<file path="config.mk">
export PLATFORM = sky130hd
export DESIGN_NAME = radial_vignette_pixel
export DESIGN_NICKNAME = d
export VERILOG_FILES = /design/src/design/rvp_pkg.sv /design/src/design/rvp_isqrt.sv /design/src/design/rvp_div.sv /design/src/design/radial_vignette_pixel.sv
export SDC_FILE = /design/constraint.sdc
export NUM_CORES = 2
export LEC_CHECK = 0
export ABC_AREA = 1
export CAP_MARGIN = 15
export CORE_ASPECT_RATIO = 1.5
export CORE_UTILIZATION = 30
export DETAILED_ROUTE_END_ITERATION = 10
export DONT_BUFFER_PORTS = 1
export PLACE_DENSITY = 0.51
export SYNTH_ARGS = -nofsm -noshare
export SYNTH_HDL_FRONTEND = slang
export SYNTH_SLANG_ARGS = --single-unit
</file>
<file path="constraint.sdc">
create_clock -name clk -period 84.8 [get_ports clk]
set_input_delay 8.48 -clock clk [delete_from_list [all_inputs] [get_ports clk]]
set_output_delay 8.48 -clock clk [all_outputs]
set_load 0.01 [all_outputs]
</file>
<file path="src/design/rvp_pkg.sv">
// Shared widths, payload types and step functions for the radial vignette pipeline.
// No dependencies; used by rvp_isqrt, rvp_div and radial_vignette_pixel.
`timescale 1ns / 1ps

package rvp_pkg;

	// Field widths
	localparam int DIM_W    = 13;
	localparam int COORD_W  = 12;
	localparam int CH_W     = 8;
	localparam int NCH      = 3;

	// Squared distance and its root
	localparam int SQ_W          = 2 * COORD_W + 1;
	localparam int ROOT_W        = 13;
	localparam int SQ_ITERS      = (SQ_W + 1) / 2;
	localparam int SQ_PER_STAGE  = 2;
	localparam int SQ_STAGES     = (SQ_ITERS + SQ_PER_STAGE - 1) / SQ_PER_STAGE;

	// Channel product and restoring division
	localparam int PROD_W        = CH_W + DIM_W;
	localparam int DIV_STEPS     = CH_W;
	localparam int DIV_PER_STAGE = 2;
	localparam int DIV_STAGES    = (DIV_STEPS + DIV_PER_STAGE - 1) / DIV_PER_STAGE;

	// Configuration register indexes
	localparam int CFG_IDX_W = 1;
	localparam logic [CFG_IDX_W-1:0] CFG_IDX_HEIGHT = 1'b0;
	localparam logic [CFG_IDX_W-1:0] CFG_IDX_WIDTH  = 1'b1;

	// Colors and divisor that ride alongside the distance math
	typedef struct packed {
		logic [CH_W-1:0]  r;
		logic [CH_W-1:0]  g;
		logic [CH_W-1:0]  b;
		logic [DIM_W-1:0] h;
	} pix_side_t;

	// Bit-serial square root: remaining operand and partial root
	typedef struct packed {
		logic [SQ_W-1:0] v;
		logic [SQ_W-1:0] res;
	} sqrt_st_t;

	// Restoring division: remainder and quotient bits so far
	typedef struct packed {
		logic [PROD_W-1:0] rem;
		logic [CH_W-1:0]   q;
	} div_st_t;

	// One square root iteration for the given trial bit
	function automatic sqrt_st_t sqrt_step(sqrt_st_t st, logic [SQ_W-1:0] bitv);
		logic [SQ_W:0] trial;
		sqrt_st_t      nx;
		trial = {1'b0, st.res} + {1'b0, bitv};
		if ({1'b0, st.v} >= trial) begin
			nx.v   = st.v - trial[SQ_W-1:0];
			nx.res = (st.res >> 1) + bitv;
		end else begin
			nx.v   = st.v;
			nx.res = st.res >> 1;
		end
		return nx;
	endfunction

	// One quotient bit against the shifted divisor, most significant first
	function automatic div_st_t div_step(div_st_t st, logic [PROD_W-1:0] dsh);
		div_st_t nx;
		if (st.rem >= dsh) begin
			nx.rem = st.rem - dsh;
			nx.q   = {st.q[CH_W-2:0], 1'b1};
		end else begin
			nx.rem = st.rem;
			nx.q   = {st.q[CH_W-2:0], 1'b0};
		end
		return nx;
	endfunction

endpackage

</file>
<file path="src/design/rvp_isqrt.sv">
// Pipelined integer square root, two iterations per stage, with a sideband payload.
// Depends on rvp_pkg for widths, types and the iteration function.
`timescale 1ns / 1ps

module rvp_isqrt (
	input  logic                      clk,
	input  logic                      arst_n,
	input  logic                      en,
	input  logic                      valid_i,
	input  logic [rvp_pkg::SQ_W-1:0]  sq_i,
	input  rvp_pkg::pix_side_t        side_i,
	output logic                      valid_o,
	output logic [rvp_pkg::ROOT_W-1:0] root_o,
	output rvp_pkg::pix_side_t        side_o
);

	localparam int SQW    = rvp_pkg::SQ_W;
	localparam int NSTG   = rvp_pkg::SQ_STAGES;
	localparam int PER    = rvp_pkg::SQ_PER_STAGE;
	localparam int ITERS  = rvp_pkg::SQ_ITERS;

	logic                valid_s [NSTG];
	rvp_pkg::sqrt_st_t   st_s    [NSTG];
	rvp_pkg::pix_side_t  side_s  [NSTG];

	for (genvar s = 0; s < NSTG; s++) begin : g_stage
		logic               src_valid;
		rvp_pkg::sqrt_st_t  src_st;
		rvp_pkg::pix_side_t src_side;
		rvp_pkg::sqrt_st_t  nxt_st;

		// Select the stage input
		if (s == 0) begin : g_first
			assign src_valid = valid_i;
			assign src_st    = '{v: sq_i, res: '0};
			assign src_side  = side_i;
		end else begin : g_next
			assign src_valid = valid_s[s-1];
			assign src_st    = st_s[s-1];
			assign src_side  = side_s[s-1];
		end

		// Run this stage's iterations, highest trial bit first
		always_comb begin
			nxt_st = src_st;
			for (int j = 0; j < PER; j++) begin
				if (s * PER + j < ITERS) begin
					nxt_st = rvp_pkg::sqrt_step(nxt_st, SQW'(1) << (SQW - 1 - 2 * (s * PER + j)));
				end
			end
		end

		// Advance the valid bit
		always_ff @(posedge clk or negedge arst_n) begin
			if (!arst_n) begin
				valid_s[s] <= 1'b0;
			end else if (en) begin
				valid_s[s] <= src_valid;
			end
		end

		// Advance the payload
		always_ff @(posedge clk) begin
			if (en) begin
				st_s[s]   <= nxt_st;
				side_s[s] <= src_side;
			end
		end
	end

	assign valid_o = valid_s[NSTG-1];
	assign root_o  = st_s[NSTG-1].res[rvp_pkg::ROOT_W-1:0];
	assign side_o  = side_s[NSTG-1];

endmodule

</file>
<file path="src/design/rvp_div.sv">
// Pipelined restoring division of three channel products by the image height.
// Depends on rvp_pkg; two quotient bits per stage, result forced to zero on request.
`timescale 1ns / 1ps

module rvp_div (
	input  logic                                         clk,
	input  logic                                         arst_n,
	input  logic                                         en,
	input  logic                                         valid_i,
	input  logic                                         zero_i,
	input  logic [rvp_pkg::DIM_W-1:0]                    h_i,
	input  logic [rvp_pkg::NCH-1:0][rvp_pkg::PROD_W-1:0] prod_i,
	output logic                                         valid_o,
	output logic [rvp_pkg::NCH-1:0][rvp_pkg::CH_W-1:0]   q_o
);

	localparam int PW    = rvp_pkg::PROD_W;
	localparam int NSTG  = rvp_pkg::DIV_STAGES;
	localparam int PER   = rvp_pkg::DIV_PER_STAGE;
	localparam int STEPS = rvp_pkg::DIV_STEPS;
	localparam int NCH   = rvp_pkg::NCH;

	logic                        valid_s [NSTG];
	logic                        zero_s  [NSTG];
	logic [rvp_pkg::DIM_W-1:0]   h_s     [NSTG];
	rvp_pkg::div_st_t            st_s    [NSTG][NCH];

	for (genvar s = 0; s < NSTG; s++) begin : g_stage
		logic                      src_valid;
		logic                      src_zero;
		logic [rvp_pkg::DIM_W-1:0] src_h;
		rvp_pkg::div_st_t          src_st [NCH];
		rvp_pkg::div_st_t          nxt_st [NCH];

		// Select the stage input
		if (s == 0) begin : g_first
			assign src_valid = valid_i;
			assign src_zero  = zero_i;
			assign src_h     = h_i;
			for (genvar c = 0; c < NCH; c++) begin : g_ch
				assign src_st[c] = '{rem: prod_i[c], q: '0};
			end
		end else begin : g_next
			assign src_valid = valid_s[s-1];
			assign src_zero  = zero_s[s-1];
			assign src_h     = h_s[s-1];
			for (genvar c = 0; c < NCH; c++) begin : g_ch
				assign src_st[c] = st_s[s-1][c];
			end
		end

		// Subtract the shifted divisor where it fits, for every channel
		always_comb begin
			for (int c = 0; c < NCH; c++) begin
				nxt_st[c] = src_st[c];
				for (int j = 0; j < PER; j++) begin
					if (s * PER + j < STEPS) begin
						nxt_st[c] = rvp_pkg::div_step(nxt_st[c],
							PW'(src_h) << (STEPS - 1 - (s * PER + j)));
					end
				end
			end
		end

		// Advance the valid bit
		always_ff @(posedge clk or negedge arst_n) begin
			if (!arst_n) begin
				valid_s[s] <= 1'b0;
			end else if (en) begin
				valid_s[s] <= src_valid;
			end
		end

		// Advance the payload
		always_ff @(posedge clk) begin
			if (en) begin
				zero_s[s] <= src_zero;
				h_s[s]    <= src_h;
				for (int c = 0; c < NCH; c++) begin
					st_s[s][c] <= nxt_st[c];
				end
			end
		end
	end

	// Clamp to zero where the pixel lies at or beyond the falloff radius
	assign valid_o = valid_s[NSTG-1];
	for (genvar c = 0; c < NCH; c++) begin : g_out
		assign q_o[c] = zero_s[NSTG-1] ? '0 : st_s[NSTG-1][c].q;
	end

endmodule

</file>
<file path="src/design/radial_vignette_pixel.sv">
// Radial vignette: throughput one pixel per cycle while the output is not stalled, set
// by the fully pipelined square root (two iterations per stage) and divider (two
// quotient bits per stage). A stalled output freezes the whole pipeline, so the
// input stalls only while a result waits at the output.
// arst_n clears all valid bits and sets both size registers to 1.
`timescale 1ns / 1ps

module radial_vignette_pixel #(
	parameter int MAX_DIM = 4096
) (
	input  logic                           clk,
	input  logic                           arst_n,
	// configuration write transaction
	input  logic                           cfg_valid,
	output logic                           cfg_ready,
	input  logic [rvp_pkg::CFG_IDX_W-1:0]  cfg_index,
	input  logic [rvp_pkg::DIM_W-1:0]      cfg_data,
	// pixel input
	input  logic                           in_valid,
	output logic                           in_stall,
	input  logic [rvp_pkg::COORD_W-1:0]    pixel_row,
	input  logic [rvp_pkg::COORD_W-1:0]    pixel_col,
	input  logic [rvp_pkg::CH_W-1:0]       red_in,
	input  logic [rvp_pkg::CH_W-1:0]       green_in,
	input  logic [rvp_pkg::CH_W-1:0]       blue_in,
	// pixel output
	output logic                           out_valid,
	input  logic                           out_stall,
	output logic [rvp_pkg::CH_W-1:0]       red_out,
	output logic [rvp_pkg::CH_W-1:0]       green_out,
	output logic [rvp_pkg::CH_W-1:0]       blue_out
);

	localparam int DW   = rvp_pkg::DIM_W;
	localparam int CW   = rvp_pkg::COORD_W;
	localparam int SQW  = rvp_pkg::SQ_W;
	localparam int SQHW = 2 * rvp_pkg::COORD_W;
	localparam int PW   = rvp_pkg::PROD_W;
	localparam int NCH  = rvp_pkg::NCH;

	// Map zero to one and saturate at the largest supported size
	function automatic logic [DW-1:0] clamp_dim(logic [DW-1:0] v);
		logic [DW-1:0] r;
		if (v == '0) begin
			r = DW'(1);
		end else if (32'(v) > 32'(MAX_DIM)) begin
			r = DW'(MAX_DIM);
		end else begin
			r = v;
		end
		return r;
	endfunction

	logic          en;
	logic [DW-1:0] h_q;
	logic [DW-1:0] w_q;

	// Freeze every stage while a result is held at the output
	assign en        = !(out_valid && out_stall);
	assign in_stall  = !en;
	assign cfg_ready = 1'b1;

	// Size registers, stored already clamped
	always_ff @(posedge clk or negedge arst_n) begin
		if (!arst_n) begin
			h_q <= DW'(1);
			w_q <= DW'(1);
		end else if (cfg_valid && cfg_ready) begin
			case (cfg_index)
				rvp_pkg::CFG_IDX_HEIGHT: h_q <= clamp_dim(cfg_data);
				rvp_pkg::CFG_IDX_WIDTH:  w_q <= clamp_dim(cfg_data);
				default: ;
			endcase
		end
	end

	// Stage 1: offsets from the center and their magnitudes
	logic [CW:0]        dx;
	logic [CW:0]        dy;
	logic [CW:0]        ndx;
	logic [CW:0]        ndy;
	logic               valid_s1;
	logic [CW-1:0]      adx_s1;
	logic [CW-1:0]      ady_s1;
	rvp_pkg::pix_side_t side_s1;

	assign dx  = {1'b0, pixel_col} - {1'b0, w_q[DW-1:1]};
	assign dy  = {1'b0, pixel_row} - {1'b0, h_q[DW-1:1]};
	assign ndx = -dx;
	assign ndy = -dy;

	always_ff @(posedge clk or negedge arst_n) begin
		if (!arst_n) begin
			valid_s1 <= 1'b0;
		end else if (en) begin
			valid_s1 <= in_valid;
		end
	end

	always_ff @(posedge clk) begin
		if (en) begin
			adx_s1  <= dx[CW] ? ndx[CW-1:0] : dx[CW-1:0];
			ady_s1  <= dy[CW] ? ndy[CW-1:0] : dy[CW-1:0];
			side_s1 <= '{r: red_in, g: green_in, b: blue_in, h: h_q};
		end
	end

	// Stage 2: square each offset
	logic               valid_s2;
	logic [SQHW-1:0]    sqx_s2;
	logic [SQHW-1:0]    sqy_s2;
	rvp_pkg::pix_side_t side_s2;

	always_ff @(posedge clk or negedge arst_n) begin
		if (!arst_n) begin
			valid_s2 <= 1'b0;
		end else if (en) begin
			valid_s2 <= valid_s1;
		end
	end

	always_ff @(posedge clk) begin
		if (en) begin
			sqx_s2  <= SQHW'(adx_s1) * SQHW'(adx_s1);
			sqy_s2  <= SQHW'(ady_s1) * SQHW'(ady_s1);
			side_s2 <= side_s1;
		end
	end

	// Stage 3: squared distance
	logic               valid_s3;
	logic [SQW-1:0]     sum_s3;
	rvp_pkg::pix_side_t side_s3;

	always_ff @(posedge clk or negedge arst_n) begin
		if (!arst_n) begin
			valid_s3 <= 1'b0;
		end else if (en) begin
			valid_s3 <= valid_s2;
		end
	end

	always_ff @(posedge clk) begin
		if (en) begin
			sum_s3  <= SQW'(sqx_s2) + SQW'(sqy_s2);
			side_s3 <= side_s2;
		end
	end

	// Stages 4 to 10: integer square root
	logic                       sq_valid;
	logic [rvp_pkg::ROOT_W-1:0] sq_root;
	rvp_pkg::pix_side_t         sq_side;

	rvp_isqrt u_isqrt (
		.clk     (clk),
		.arst_n  (arst_n),
		.en      (en),
		.valid_i (valid_s3),
		.sq_i    (sum_s3),
		.side_i  (side_s3),
		.valid_o (sq_valid),
		.root_o  (sq_root),
		.side_o  (sq_side)
	);

	// Stage 11: falloff numerator and the beyond-radius flag
	logic               valid_s11;
	logic               zero_s11;
	logic [DW-1:0]      num_s11;
	rvp_pkg::pix_side_t side_s11;

	always_ff @(posedge clk or negedge arst_n) begin
		if (!arst_n) begin
			valid_s11 <= 1'b0;
		end else if (en) begin
			valid_s11 <= sq_valid;
		end
	end

	always_ff @(posedge clk) begin
		if (en) begin
			zero_s11 <= DW'(sq_root) >= sq_side.h;
			num_s11  <= sq_side.h - DW'(sq_root);
			side_s11 <= sq_side;
		end
	end

	// Stage 12: scale each channel by the numerator
	logic                   valid_s12;
	logic                   zero_s12;
	logic [DW-1:0]          h_s12;
	logic [NCH-1:0][PW-1:0] prod_s12;

	always_ff @(posedge clk or negedge arst_n) begin
		if (!arst_n) begin
			valid_s12 <= 1'b0;
		end else if (en) begin
			valid_s12 <= valid_s11;
		end
	end

	always_ff @(posedge clk) begin
		if (en) begin
			zero_s12    <= zero_s11;
			h_s12       <= side_s11.h;
			prod_s12[0] <= PW'(side_s11.r) * PW'(num_s11);
			prod_s12[1] <= PW'(side_s11.g) * PW'(num_s11);
			prod_s12[2] <= PW'(side_s11.b) * PW'(num_s11);
		end
	end

	// Stages 13 to 16: divide by the height
	logic [NCH-1:0][rvp_pkg::CH_W-1:0] quot;

	rvp_div u_div (
		.clk     (clk),
		.arst_n  (arst_n),
		.en      (en),
		.valid_i (valid_s12),
		.zero_i  (zero_s12),
		.h_i     (h_s12),
		.prod_i  (prod_s12),
		.valid_o (out_valid),
		.q_o     (quot)
	);

	assign red_out   = quot[0];
	assign green_out = quot[1];
	assign blue_out  = quot[2];

endmodule

</file>
==> out/metrics.yaml <==
clock_network:
  clock_latency_ns: 0.76
  cts-root-buf: "clkbuf_16"
  clk_pin_slew_ns: 0.06
  cts_setup_buffers: 0
  clkSinkCount: 1131
  numCtsBuffers: 117
  cts_max_level: 3
  cts_buffer_depth: 3
  hold_buffers: 0
  cts_resized: 0
  cts_tree: "done"
routing:
  drcViolationCount: 0
  routed_wl_um: 211000
  postRouteAntennaNets: 0
  dr.first_iter.drc_count: 3328
  via_count: 61600
  via_per_inst: 4.63
  dr.pass1.iters: 6
  wl_per_cell_um: 15.9
worst_setup_path:
  crit_path_end: "in_stall"
  cp-startpoint: "out_stall"
  crit_fanout: 52
  worstRegToRegCells: 23
  cp_top_family: "simple AND/OR/NAND/NOR gates"
  cp_cell_sequence: "nand2_4 -> inv_1"
  reg2reg_from: "u_div.h_s[1][1]$_DFFE_PN_"
  cp.arrival_ns: 9.34
  crit_type: "input port to primary output"
  critPathRequiredTime_ns: 76.32
  rrSetupSlack_ns: 78.26
  reg2reg_to: "u_div.st_s[2][44]$_DFFE_PN_"
  cp-start-kind: "input port"
  slowest_stage: "nand2_4"
  cp-end-kind: "primary output"
  path_buf_inv: 1
  slowest_delay_ns: 0.42
  worst-path-stages: 2
timing:
  finalSetupViolCount: 0
  rsz0062_at_grt: "false"
  fin_crit_sh: 0.210
  final.setup.tns_ns: 0
  timing_hold_violations_final: 0
  hold_ws_ns: 0.400
  max-slew-margin-rel: 0.309
  fin_crit_ns: 17.82
  fin_skew_ns: 0.0553
  worst_slew_pin_slew_ns: 1.04
  fmax_mhz: 56.1
  slew_violations: 0
yosys:
  synth_area_mm2: 0.0837
  yosys_warnings: 0
  synth_area_leaders: "edfxtp_1 (39%), ha_1 (11%), nand2_1 (10%), fa_1 (9.2%), inv_1 (7.5%)"
  synthArstFlopShare: 0.0363
  synth_nets: 10600
  ys_seq_elements: 1131
  synth_edf_count: 1090
  yosys.area.top_type: "edfxtp_1"
  synth_flop_cell: "edfxtp_1"
  ys_types: 68
  syn_area_per_cell_um2: 8.84
  synth-seq-area-share: 0.403
  netlist.area_leader.share: 0.391
  syn_inst: 9474
die:
  coreArea_mm2: 0.278
  die_x_um: 433
  start_util: 0.302
  die-area_mm2: 0.281
  num_rows: 237
  ios: 94
  dieHeight_um: 649
place:
  dp_cells: 13100
  hpwl_um: 169000
  portBuffers: 0
  gp_congestion: 0.903
finish:
  fin_cells: 13300
  multiInputGateArea_mm2: 0.0430
  fillers: 28900
  layout_common_cells: "nand2_1 (2333), inv_1 (1662), edfxtp_1 (1090)"
  seqCellArea_mm2: 0.0338
  final_nets: 10700
  syn_to_final_growth_pct: 9.78
  drive_gt1_frac: 0.0366
  final_common_cell: "nand2_1"
run_status:
  status: "finished clean"
global_route:
  grt_pass1_vias: 63600
  antenna_found_initial: 1
  grt_overflow_total: 0
  grt_first_pass_wirelength_um: 334000
  grt_usage: 0.148
  grt_max_degree: 86
min_path:
  min_path_type: "flop to flop"
run:
  maxCapViolCount: 0
-- logic make-up after synthesis --
kind of cell               count (synthesis)  share of synthesized area
AOI/OAI and AO/OA                       1191                     0.0776
xor gates and xnor gates                 458                     0.0479
adders and majority gates               1099                      0.199
buffers and inverters                   1834                     0.0835
DFF                                     1131                      0.403
muxes                                      4                   0.000523
other                                      1                  0.0000448
and+or+nand+nor                         3756                      0.188
-- synthesized netlist by cell type (4+ instances only) --
cell / number
nand2_1: 2334
inv_1: 1662
edfxtp_1: 1090
ha_1: 715
nor2_1: 567
a21oi_1: 513
o21ai_0: 438
nand3_1: 423
fa_1: 384
xor2_1: 292
xnor2_1: 166
nand4_1: 162
clkbuf_1: 116
nor3_1: 101
dfrtp_1: 40
o21bai_1: 37
or2_2: 35
a31oi_1: 32
nor4_1: 31
a21o_1: 30
o21ai_1: 28
buf_2: 25
nand3b_1: 25
o211ai_1: 25
o21a_1: 24
nand3_2: 21
nand2_2: 18
o31ai_1: 13
inv_2: 12
a211oi_1: 11
a21boi_0: 10
buf_4: 10
nor2_2: 9
nor2_4: 6
and2_1: 5
buf_6: 5
o2111ai_1: 5
a21boi_1: 4
a221oi_1: 4
and3_1: 4
-- layout make-up --
type,instances,area share
inverter,1676,0.0685
clock buffer,133,0.0330
antenna,1,0.0000272
multi-input combinational,6509,0.468
sequential,1131,0.367
timing repair buffer,52,0.00429
tap,3704,0.0504
clock inverter,81,0.00892
-- worst min-delay path by stage --
stage	startpoint	endpoint	slack [ns]	depth (start not counted)
4_1_cts	u_isqrt.side_s[4][4]$_DFFE_PN_	u_isqrt.side_s[5][4]$_DFFE_PN_	0.40	0
3_5_place_dp	side_s2[12]$_DFFE_PN_	side_s3[12]$_DFFE_PN_	0.40	0
3_3_place_gp	u_div.zero_s[2]$_DFFE_PN_	u_div.zero_s[3]$_DFFE_PN_	0.40	0
2_1_floorplan	side_s11[0]$_DFFE_PN_	h_s12[0]$_DFFE_PN_	0.40	0
6_report	u_isqrt.side_s[4][4]$_DFFE_PN_	u_isqrt.side_s[5][4]$_DFFE_PN_	0.40	0
5_1_grt	u_isqrt.side_s[4][8]$_DFFE_PN_	u_isqrt.side_s[5][8]$_DFFE_PN_	0.41	0
-- metal layers --
| layer | global-route usage | wire length (um) | vias up |
|---|---|---|---|
| met5 | 0 | 0 | - |
| met4 | 0.0817 | 12900 | 0 |
| li1 | - | - | 31100 |
| met3 | 0.0161 | 5710 | 452 |
| met1 | 0.150 | 78300 | 29000 |
| met2 | 0.290 | 114000 | 1104 |
-- registers in the layout (all words and copies together), names as in the netlist, 3 cells and up --
signal	cells
u_div.h_s	39
u_isqrt.side_s	259
sum_s3	25
adx_s1	12
prod_s12	63
u_div.st_s	249
w_q	12
side_s11	37
num_s11	13
sqx_s2	23
side_s2	37
h_q	13
sqy_s2	23
u_div.g_stage.src_valid	3
u_isqrt.st_s	205
side_s1	37
ady_s1	12
u_isqrt.g_stage.src_valid	6
side_s3	37
h_s12	13
u_div.zero_s	4
-- through the flow --
stage          utilization  setup slack (ns)  instance area [um2]
2_1_floorplan            -             44.51                83700
3_3_place_gp         0.317             66.99                88000
3_5_place_dp         0.317             66.95                88000
4_1_cts              0.331             66.95                91900
5_1_grt              0.331             66.85                91900
6_report             0.331             66.98                91900
Power is left out: the tool's default activity adds up to more than one toggle a clock period on the data nets, which glitch-free logic cannot reach.
